File: src/itw_pkg.sv
// itw_pkg: token codes, widths and the binary-to-decimal step shared by the
// integer_to_word_tokens modules. No dependencies.
`timescale 1ns / 1ps

package itw_pkg;

  localparam int unsigned ValueW      = 31;
  localparam int unsigned CodeW       = 5;
  localparam int unsigned NumDigits   = 10;
  localparam int unsigned BcdW        = 4 * NumDigits;
  localparam int unsigned BinW        = 32;
  localparam int unsigned BitsPerCyc  = 2;
  localparam int unsigned ConvCycles  = BinW / BitsPerCyc;
  localparam int unsigned CntW        = $clog2(ConvCycles);
  localparam int unsigned NumGroups   = 4;
  localparam int unsigned NumPhases   = 5;
  localparam int unsigned NumSlots    = NumGroups * NumPhases;

  localparam logic [CodeW-1:0] TokZero     = 5'd0;
  localparam logic [CodeW-1:0] TokTeen0    = 5'd10;
  localparam logic [CodeW-1:0] TokTens0    = 5'd18;
  localparam logic [CodeW-1:0] TokHundred  = 5'd28;
  localparam logic [CodeW-1:0] TokThousand = 5'd29;
  localparam logic [CodeW-1:0] TokMillion  = 5'd30;
  localparam logic [CodeW-1:0] TokBillion  = 5'd31;

  // slot phases within one group of three digits
  localparam logic [2:0] PhHundDigit = 3'd0;
  localparam logic [2:0] PhHundred   = 3'd1;
  localparam logic [2:0] PhTens      = 3'd2;
  localparam logic [2:0] PhUnits     = 3'd3;
  localparam logic [2:0] PhScale     = 3'd4;

  typedef logic [BcdW-1:0] bcd_t;

  typedef struct packed {
    logic [CodeW-1:0] word_code;
    logic             last_word;
  } token_t;

  // one shift-and-add-3 step: add 3 to every digit of 5 or more, then shift in one binary bit
  function automatic bcd_t dabble_step(bcd_t bcd, logic bin_bit);
    bcd_t adj;
    adj = bcd;
    for (int i = 0; i < NumDigits; i++) begin
      if (bcd[4*i +: 4] >= 4'd5) begin
        adj[4*i +: 4] = bcd[4*i +: 4] + 4'd3;
      end
    end
    return {adj[BcdW-2:0], bin_bit};
  endfunction

endpackage

File: src/itw_value_if.sv
// itw_value_if: input channel of integer_to_word_tokens, valid/ready and value.
// No dependencies.
`timescale 1ns / 1ps

interface itw_value_if;
  logic        valid;
  logic        ready;
  logic [30:0] value;

  modport source (output valid, output value, input ready);
  modport sink (input valid, input value, output ready);
endinterface

File: src/itw_word_if.sv
// itw_word_if: output channel of integer_to_word_tokens, one word token per transfer.
// No dependencies.
`timescale 1ns / 1ps

interface itw_word_if;
  logic       valid;
  logic       ready;
  logic [4:0] word_code;
  logic       last_word;

  modport source (output valid, output word_code, output last_word, input ready);
  modport sink (input valid, input word_code, input last_word, output ready);
endinterface

File: src/integer_to_word_tokens.sv
// integer_to_word_tokens: reads a non-negative 31-bit integer out as English word tokens.
// Depends on itw_pkg, itw_value_if, itw_word_if, itw_front, itw_fifo, itw_back.
//
// Usage:
//   value_i is a valid/ready sink carrying one 31-bit value per transfer.
//   word_o is a valid/ready source carrying one word token per transfer,
//   word_code as listed in the token table and last_word high on the final
//   token of each value. A value gives 1 to 16 tokens.
// The converter works on one value at a time, two binary bits per cycle
//   through a shift-and-add-3 register, and takes the next value while it pushes
//   the last one into the queue; the sequencer gives one token per cycle while
//   the receiver takes them.
// A queue of QueueDepth decimal values sits between converter and sequencer,
//   so conversion goes on while the receiver stalls; word_o holds its token
//   until taken. value_i.ready is low while the converter works on a value
//   and while it holds a finished value that the full queue cannot take.
// Reset: rst_ni is asynchronous and active low; it empties the converter,
//   the queue and the output register. No state survives between values.
`timescale 1ns / 1ps

module integer_to_word_tokens #(
  parameter int unsigned QueueDepth = 2
) (
  input  logic        clk_i,
  input  logic        rst_ni,
  itw_value_if.sink   value_i,
  itw_word_if.source  word_o
);
  import itw_pkg::*;

  logic   front_push, fifo_full, fifo_valid, fifo_pop;
  bcd_t   front_bcd, fifo_data;
  token_t token;

  itw_front u_front (
    .clk_i      (clk_i),
    .rst_ni     (rst_ni),
    .in_valid_i (value_i.valid),
    .value_i    (value_i.value),
    .in_ready_o (value_i.ready),
    .full_i     (fifo_full),
    .push_o     (front_push),
    .bcd_o      (front_bcd)
  );

  itw_fifo #(
    .Width ($bits(bcd_t)),
    .Depth (QueueDepth)
  ) u_fifo (
    .clk_i   (clk_i),
    .rst_ni  (rst_ni),
    .push_i  (front_push),
    .data_i  (front_bcd),
    .full_o  (fifo_full),
    .pop_i   (fifo_pop),
    .valid_o (fifo_valid),
    .data_o  (fifo_data)
  );

  itw_back u_back (
    .clk_i        (clk_i),
    .rst_ni       (rst_ni),
    .fifo_valid_i (fifo_valid),
    .fifo_data_i  (fifo_data),
    .pop_o        (fifo_pop),
    .out_valid_o  (word_o.valid),
    .out_ready_i  (word_o.ready),
    .token_o      (token)
  );

  assign word_o.word_code = token.word_code;
  assign word_o.last_word = token.last_word;

  a_no_push_full: assert property (@(posedge clk_i) disable iff (!rst_ni)
    front_push |-> !fifo_full)
    else $error("queue written while full");

  a_no_pop_empty: assert property (@(posedge clk_i) disable iff (!rst_ni)
    fifo_pop |-> fifo_valid)
    else $error("queue read while empty");

  a_zero_is_last: assert property (@(posedge clk_i) disable iff (!rst_ni)
    (word_o.valid && (word_o.word_code == TokZero)) |-> word_o.last_word)
    else $error("zero token without last marker");

  a_word_held: assert property (@(posedge clk_i) disable iff (!rst_ni)
    (word_o.valid && !word_o.ready) |=> (word_o.valid && $stable(token)))
    else $error("word token changed while stalled");

endmodule

File: src/itw_front.sv
// itw_front: accepts a value and converts it to ten decimal digits, two bits per cycle.
// Depends on itw_pkg.
`timescale 1ns / 1ps

module itw_front (
  input  logic                          clk_i,
  input  logic                          rst_ni,
  input  logic                          in_valid_i,
  input  logic [itw_pkg::ValueW-1:0]    value_i,
  output logic                          in_ready_o,
  input  logic                          full_i,
  output logic                          push_o,
  output itw_pkg::bcd_t                 bcd_o
);
  import itw_pkg::*;

  logic            busy_q, busy_d;
  logic [CntW-1:0] cnt_q, cnt_d;
  logic [BinW-1:0] bin_q;
  bcd_t            bcd_q;
  bcd_t            step1, step2;
  logic            last_iter, adv, accept;

  assign step1     = dabble_step(bcd_q, bin_q[BinW-1]);
  assign step2     = dabble_step(step1, bin_q[BinW-2]);
  assign last_iter = busy_q && (cnt_q == CntW'(ConvCycles - 1));
  assign push_o    = last_iter && !full_i;
  assign adv       = busy_q && (!last_iter || !full_i);
  assign in_ready_o = !busy_q || push_o;
  assign accept    = in_valid_i && in_ready_o;
  assign bcd_o     = step2;

  always_comb begin
    busy_d = busy_q;
    cnt_d  = cnt_q;
    if (accept) begin
      busy_d = 1'b1;
      cnt_d  = '0;
    end else if (adv) begin
      if (last_iter) begin
        busy_d = 1'b0;
      end else begin
        cnt_d = cnt_q + 1'b1;
      end
    end
  end

  always_ff @(posedge clk_i or negedge rst_ni) begin
    if (!rst_ni) begin
      busy_q <= 1'b0;
      cnt_q  <= '0;
    end else begin
      busy_q <= busy_d;
      cnt_q  <= cnt_d;
    end
  end

  always_ff @(posedge clk_i) begin
    if (accept) begin
      bin_q <= {1'b0, value_i};
      bcd_q <= '0;
    end else if (adv && !last_iter) begin
      bin_q <= {bin_q[BinW-BitsPerCyc-1:0], {BitsPerCyc{1'b0}}};
      bcd_q <= step2;
    end
  end

endmodule

File: src/itw_fifo.sv
// itw_fifo: short register queue between the converter and the token sequencer.
// No dependencies.
`timescale 1ns / 1ps

module itw_fifo #(
  parameter int unsigned Width = 40,
  parameter int unsigned Depth = 2
) (
  input  logic             clk_i,
  input  logic             rst_ni,
  input  logic             push_i,
  input  logic [Width-1:0] data_i,
  output logic             full_o,
  input  logic             pop_i,
  output logic             valid_o,
  output logic [Width-1:0] data_o
);
  localparam int unsigned AW = (Depth > 1) ? $clog2(Depth) : 1;
  localparam int unsigned CW = $clog2(Depth + 1);

  logic [Width-1:0] mem_q [Depth];
  logic [AW-1:0]    wr_ptr_q, rd_ptr_q;
  logic [CW-1:0]    count_q;

  assign full_o  = (count_q == CW'(Depth));
  assign valid_o = (count_q != '0);
  assign data_o  = mem_q[rd_ptr_q];

  always_ff @(posedge clk_i or negedge rst_ni) begin
    if (!rst_ni) begin
      wr_ptr_q <= '0;
      rd_ptr_q <= '0;
      count_q  <= '0;
    end else begin
      if (push_i) begin
        wr_ptr_q <= (wr_ptr_q == AW'(Depth - 1)) ? '0 : wr_ptr_q + 1'b1;
      end
      if (pop_i) begin
        rd_ptr_q <= (rd_ptr_q == AW'(Depth - 1)) ? '0 : rd_ptr_q + 1'b1;
      end
      if (push_i && !pop_i) begin
        count_q <= count_q + 1'b1;
      end else if (pop_i && !push_i) begin
        count_q <= count_q - 1'b1;
      end
    end
  end

  always_ff @(posedge clk_i) begin
    if (push_i) begin
      mem_q[wr_ptr_q] <= data_i;
    end
  end

endmodule

File: src/itw_back.sv
// itw_back: walks the word slots of one decimal value and drives the output register.
// Depends on itw_pkg.
`timescale 1ns / 1ps

module itw_back (
  input  logic              clk_i,
  input  logic              rst_ni,
  input  logic              fifo_valid_i,
  input  itw_pkg::bcd_t     fifo_data_i,
  output logic              pop_o,
  output logic              out_valid_o,
  input  logic              out_ready_i,
  output itw_pkg::token_t   token_o
);
  import itw_pkg::*;

  logic [NumSlots-1:0] mask_q, mask_d;
  bcd_t                dig_q;
  logic                out_valid_q;
  token_t              token_q;
  logic [NumSlots-1:0] low;
  logic                have, emit, single;
  logic [CodeW-1:0]    code;

  // group 0 is billions and holds only one digit; group 3 is units
  function automatic logic [11:0] group_digits(bcd_t d, int g);
    logic [11:0] r;
    if (g == 0) begin
      r = {8'd0, d[4*9 +: 4]};
    end else begin
      r = d[12*(3-g) +: 12];
    end
    return r;
  endfunction

  function automatic logic [NumSlots-1:0] build_mask(bcd_t d);
    logic [NumSlots-1:0] m;
    logic [11:0]         gd;
    logic [3:0]          h, t, u;
    m = '0;
    for (int g = 0; g < NumGroups; g++) begin
      gd = group_digits(d, g);
      h = gd[11:8];
      t = gd[7:4];
      u = gd[3:0];
      m[g*NumPhases + 0] = (h != 4'd0);
      m[g*NumPhases + 1] = (h != 4'd0);
      m[g*NumPhases + 2] = (t >= 4'd2);
      m[g*NumPhases + 3] = (t == 4'd1) || (u != 4'd0);
      m[g*NumPhases + 4] = (g < NumGroups - 1) && (gd != 12'd0);
    end
    // zero value: unit group scale slot carries the word zero
    if (d == '0) begin
      m[NumSlots-1] = 1'b1;
    end
    return m;
  endfunction

  function automatic logic [CodeW-1:0] slot_code(bcd_t d, int g, logic [2:0] ph);
    logic [11:0]      gd;
    logic [CodeW-1:0] c;
    gd = group_digits(d, g);
    case (ph)
      PhHundDigit: c = {1'b0, gd[11:8]};
      PhHundred:   c = TokHundred;
      PhTens:      c = TokTens0 + {1'b0, gd[7:4]};
      PhUnits:     c = (gd[7:4] == 4'd1) ? TokTeen0 + {1'b0, gd[3:0]} : {1'b0, gd[3:0]};
      PhScale: begin
        case (g)
          0:       c = TokBillion;
          1:       c = TokMillion;
          2:       c = TokThousand;
          default: c = TokZero;
        endcase
      end
      default:     c = TokZero;
    endcase
    return c;
  endfunction

  assign have   = (mask_q != '0);
  assign low    = mask_q & (~mask_q + 1'b1);
  assign single = ((mask_q & ~low) == '0);
  assign emit   = have && (!out_valid_q || out_ready_i);
  assign pop_o  = fifo_valid_i && (!have || (emit && single));

  always_comb begin
    code = '0;
    for (int g = 0; g < NumGroups; g++) begin
      for (int p = 0; p < NumPhases; p++) begin
        if (low[g*NumPhases + p]) begin
          code = code | slot_code(dig_q, g, 3'(p));
        end
      end
    end
  end

  always_comb begin
    mask_d = mask_q;
    if (pop_o) begin
      mask_d = build_mask(fifo_data_i);
    end else if (emit) begin
      mask_d = mask_q & ~low;
    end
  end

  always_ff @(posedge clk_i or negedge rst_ni) begin
    if (!rst_ni) begin
      mask_q      <= '0;
      out_valid_q <= 1'b0;
    end else begin
      mask_q <= mask_d;
      if (emit) begin
        out_valid_q <= 1'b1;
      end else if (out_ready_i) begin
        out_valid_q <= 1'b0;
      end
    end
  end

  always_ff @(posedge clk_i) begin
    if (pop_o) begin
      dig_q <= fifo_data_i;
    end
    if (emit) begin
      token_q.word_code <= code;
      token_q.last_word <= single;
    end
  end

  assign out_valid_o = out_valid_q;
  assign token_o     = token_q;

endmodule

File: src/flat_wrapper.sv
// flat-port wrapper written by rule: the top's interface ports become plain ports
module integer_to_word_tokens_flat import itw_pkg::*;
#(
  parameter int unsigned QueueDepth = 2
)
  (clk_i, rst_ni, value_i_valid, value_i_value, value_i_ready, word_o_valid, word_o_word_code, word_o_last_word, word_o_ready);
  itw_value_if value_i_i ();
  itw_word_if word_o_i ();
  input  logic clk_i;
  input  logic rst_ni;
  input wire logic [$bits(value_i_i.valid)-1:0] value_i_valid;
  input wire logic [$bits(value_i_i.value)-1:0] value_i_value;
  output wire logic [$bits(value_i_i.ready)-1:0] value_i_ready;
  output wire logic [$bits(word_o_i.valid)-1:0] word_o_valid;
  output wire logic [$bits(word_o_i.word_code)-1:0] word_o_word_code;
  output wire logic [$bits(word_o_i.last_word)-1:0] word_o_last_word;
  input wire logic [$bits(word_o_i.ready)-1:0] word_o_ready;
  assign value_i_i.valid = value_i_valid;
  assign value_i_i.value = value_i_value;
  assign value_i_ready = value_i_i.ready;
  assign word_o_valid = word_o_i.valid;
  assign word_o_word_code = word_o_i.word_code;
  assign word_o_last_word = word_o_i.last_word;
  assign word_o_i.ready = word_o_ready;
  integer_to_word_tokens #(.QueueDepth(QueueDepth)) u_core (.clk_i(clk_i), .rst_ni(rst_ni), .value_i(value_i_i), .word_o(word_o_i));
endmodule
File: config.mk
export PLATFORM = sky130hd
export DESIGN_NAME = integer_to_word_tokens_flat
export DESIGN_NICKNAME = d
export VERILOG_FILES = /design/src/itw_pkg.sv /design/src/itw_value_if.sv /design/src/itw_word_if.sv /design/src/integer_to_word_tokens.sv /design/src/itw_front.sv /design/src/itw_fifo.sv /design/src/itw_back.sv /design/src/flat_wrapper.sv
export SDC_FILE = /design/constraint.sdc
export NUM_CORES = 1
export LEC_CHECK = 0
export ABC_CLOCK_PERIOD_IN_PS = 7850
export BUFFER_PORTS_ARGS = -buffer_cell sky130_fd_sc_hd__buf_2
export CORE_UTILIZATION = 55
export CTS_BUF_LIST = sky130_fd_sc_hd__clkbuf_4 sky130_fd_sc_hd__clkbuf_8 sky130_fd_sc_hd__clkbuf_16
export DETAILED_ROUTE_END_ITERATION = 6
export GPL_ROUTABILITY_DRIVEN = 0
export PLACE_DENSITY = 0.72
export SLEW_MARGIN = 30
export SYNTH_ARGS = -nofsm -noshare
export SYNTH_HDL_FRONTEND = slang
export SYNTH_HIERARCHICAL = 1
export SYNTH_SLANG_ARGS = --single-unit
File: constraint.sdc
create_clock -name clk_i -period 7.85 [get_ports clk_i]
set_input_delay 0.785 -clock clk_i [delete_from_list [all_inputs] [get_ports clk_i]]
set_output_delay 0.785 -clock clk_i [all_outputs]
set_load 0.02 [all_outputs]
==> results.md <==
- Leak pwr: 5.023 nW
- Max Cap Viol: 0
- Setup crit end kind: register
- Number of port buffers: 42
- Post-cts resize count: 0
- Global-route wire length before repair: 37.96 mm
- Setup crit start kind: register
- Synth Net Count: 1152
- Critical Path Fanout Max: 22
- Starting Density: 0.5635
- Synth Cell Area: 11880 sq um
- Top-Level Pins: 43
- Post-CTS setup buffers: 0
- Die Height: 149.0 microns
- Cell chain of the critical path: or4_1 > or4b_1 > nor3_1 > nand2_1 > nand2_1 > buf_4 > inv_1 > ha_1 > nor2_1 > xor2_1
- Std-Cell Rows: 53
- Post-Route WL: 22.57 mm
- Comb pwr share: 0.459
- Area occupied by multi-input gates: 5199 sq um
- Clk sink count: 225
- Post-Layout Cell Count: 1399
- Unique masters post-synth: 76
- Fin crit period: 4208 ps
- Initial antenna violation count: 0
- Outcome: finished clean
- Via count: 8205
- RSZ-0062 raised after global routing: no
- Max VDD drop: 0.1877 mV
- GRT Overall Usage: 0.2112
- Crit-path slowest cell: or4_1
- Worst-Margin Slew: 858.9 ps
- Sequential share of the synthesized area: 0.5226
- Critical Path Max Stage Delay: 690 ps
- # diodes: 0
- WP data arrival: 4650 ps
- Maximum clock insertion buffer count: 3
- Relative slew slack: 0.4260
- Slew Viols, Final: 0
- TritonCTS clock tree: yes
- Die area: 22200 sq um
- Via density: 5.865
- Pwr dens: 480.8 nW/um^2
- R2R Path Start: u_core/u_back/mask_q[5]
- Overflow after GRT: 0
- Switch Pwr: 2.450 mW
- WL per Instance: 16.13 microns
- Ys flop type: edfxtp_1
- Clock skew: 18.08 ps
- Total CTS buffers: 24
- FMAX: 237.6 MHz
- Post-Synthesis Cells: 1087
- Vias in the first global route: 7658
- H-tree depth: 1
- Die W: 149.0 microns
- Sequential power share: 0.358
- Switching Share: 0.3929
- Yosys reg bits: 225
- Final TNS setup: 0 ps
- Final setup viols: 0
- Area grow syn2layout: 9.117%
- Fill cells: 1671
- Clock latency on the worst-skew pair: 520 ps
- Cell area after layout: 12970 sq um
- Hold buffers post-CTS: 0
- Reg-to-Reg End: u_core/u_fifo/count_q[1]
- Final worst-path cycle share: 0.5361
- Crit path top cell by count: nand2_1
- Hold_ws: 289.0 ps
- DP Area: 12150 sq um
- Seq. cell area: 6212 sq um
- Slack of the worst reg-to-reg path: 3640 ps
- Async SR Flop Fraction: 0.1200
- Ys Warns: 6
- Antenna-violating nets left: 0
- Post-DP HPWL: 15.59 mm
- Setup CP Type: register to register
- Worst EP required: 8290 ps
- Post-synth EDFFs: 157
- Tightest Hold Check Type: primary input to asynchronous set/reset pin
- Reg2reg path depth: 10
- Syn Area/Cell: 10.93 sq um
- Int Pwr: 3.785 mW
- Largest net degree at the start of global routing: 42
- Clock power share: 0.183
- 1st-pass router iterations: 5
- Nets: 1171
- Dpl cells: 1355
- Final Hold Fails: 0
- Layout cells sized above 1: 0.1664
- DRC viols: 0
- Drt initial violations: 545
- Root buffer cell: clkbuf_16
- Clock-pin slew on the worst setup and hold paths: 60 ps
- Std-Cell Core Area: 21090 sq um
## Yosys cell counts, drive strengths merged (15+ instances only)
cell	instances	area, sq um
nand2	187	701.9
edfxtp	157	4715
o21ai	85	455.4
mux2	43	634.4
dfxtp	41	820.8
buf	39	294.0
a21oi	37	188.9
nor2	34	130.1
inv	33	123.9
ha	30	375.4
dfrtp	27	675.7
nand3	26	130.1
a211oi	22	170.2
nand2b	22	137.6
or3	22	177.7
or2	21	131.4
o21a	19	142.6
xnor2	19	166.4
clkbuf	18	68.81
a32oi	17	156.4
o31ai	17	132.6
nand4	15	93.84
## cells by family (layout without fill, tap and decap cells)
kind of cell,count (synthesis),after routing,synth area share
multiplexers,56,56,0.06433
XOR/XNOR,27,27,0.01990
adder cells (fa/ha/maj),33,33,0.03422
AND/OR/NAND/NOR,391,391,0.1639
flip-flops,225,225,0.5226
AO/OA/AOI/OAI,265,265,0.1540
buffers and inverters,90,127,0.04096
## stage by stage
| stage | total power, mW | setup slack (ps) | utilization |
|---|---|---|---|
| 2_1_floorplan | 4.551 | 4020 | - |
| 3_3_place_gp | 4.996 | 3786 | 0.5756 |
| 3_5_place_dp | 5.083 | 3645 | 0.5762 |
| 4_1_cts | 6.249 | 3621 | 0.6149 |
| 5_1_grt | 6.720 | 3281 | 0.6149 |
| 6_report | 6.235 | 3642 | 0.6149 |
## registers in the layout, summed over array words and instances (netlist names)
name and count:
u_core/u_back/dig_q 40, u_core/u_back/mask_q 17, u_core/u_back/out_valid_o 1, u_core/u_back/token_o 6
u_core/u_fifo/count_q 2, u_core/u_fifo/mem_q 80, u_core/u_fifo/rd_ptr_q 1, u_core/u_fifo/wr_ptr_q 1
u_core/u_front/bcd_q 40, u_core/u_front/bin_q 32, u_core/u_front/busy_q 1, u_core/u_front/cnt_q 4
## critical path, delay by kind of cell, from the launching register on
family / cells / cell delay (ps)
flops: 1 / 470
buf+inv: 2 / 510
fa+ha+maj: 1 / 310
simple gates: 6 / 2670
xor+xnor: 1 / 150
## how the worst max path moves through the flow
stage                            startpoint                       end  depth (start not counted)
global route        u_core/u_back/mask_q[5]  u_core/u_fifo/count_q[1]                         10
detailed placement  u_core/u_back/mask_q[5]  u_core/u_fifo/count_q[1]                         10
floorplan           u_core/u_back/mask_q[5]  u_core/u_fifo/count_q[1]                         12
CTS                 u_core/u_back/mask_q[5]  u_core/u_fifo/count_q[1]                         10
finish              u_core/u_back/mask_q[5]  u_core/u_fifo/count_q[1]                         10
global placement    u_core/u_back/mask_q[5]  u_core/u_fifo/count_q[1]                         11
## power groups by stage
stage | combinational, mW | sequential, mW | clock, mW
detailed placement | 2.84 | 2.25 | 0
global placement | 2.76 | 2.24 | 0
finish | 2.86 | 2.23 | 1.14
floorplan | 2.42 | 2.13 | 0
global route | 3.22 | 2.29 | 1.21
CTS | 2.85 | 2.23 | 1.17
## final cells by class
class                      instances  share of cell area
sequential                       225              0.4791
tap                              275             0.02653
timing repair buffer              50             0.02113
inverter                          33            0.009552
multi-input combinational        772              0.4009
clock inverter                    14             0.01071
clock buffer                      30             0.05210
## placed cells by master, fill, tap and decap left out, drive strengths merged, types with 13 or more instances in the layout
master  count
or2        21
nand4      15
nand2     187
a21oi      37
mux2i      13
ha         30
o21a       19
nand2b     22
inv        35
nand3      26
o22ai      14
mux2       43
clkbuf     30
edfxtp    157
buf        50
or3        22
a211oi     22
a32oi      17
dfxtp      41
o21ai      85
dfrtp      27
nor2       34
o31ai      17
xnor2      19
## layer usage
metal	vias to the layer above	part of all wire	GRT usage	wire (microns)
met1	3884	0.48	0.3134	10790
met4	0	0.017	0.04694	374
met3	31	0.050	0.02569	1120
li1	4080	-	-	-
met2	210	0.46	0.3312	10290
met5	-	0	0	0
No activity file was read; power rests on OpenSTA's default activity.
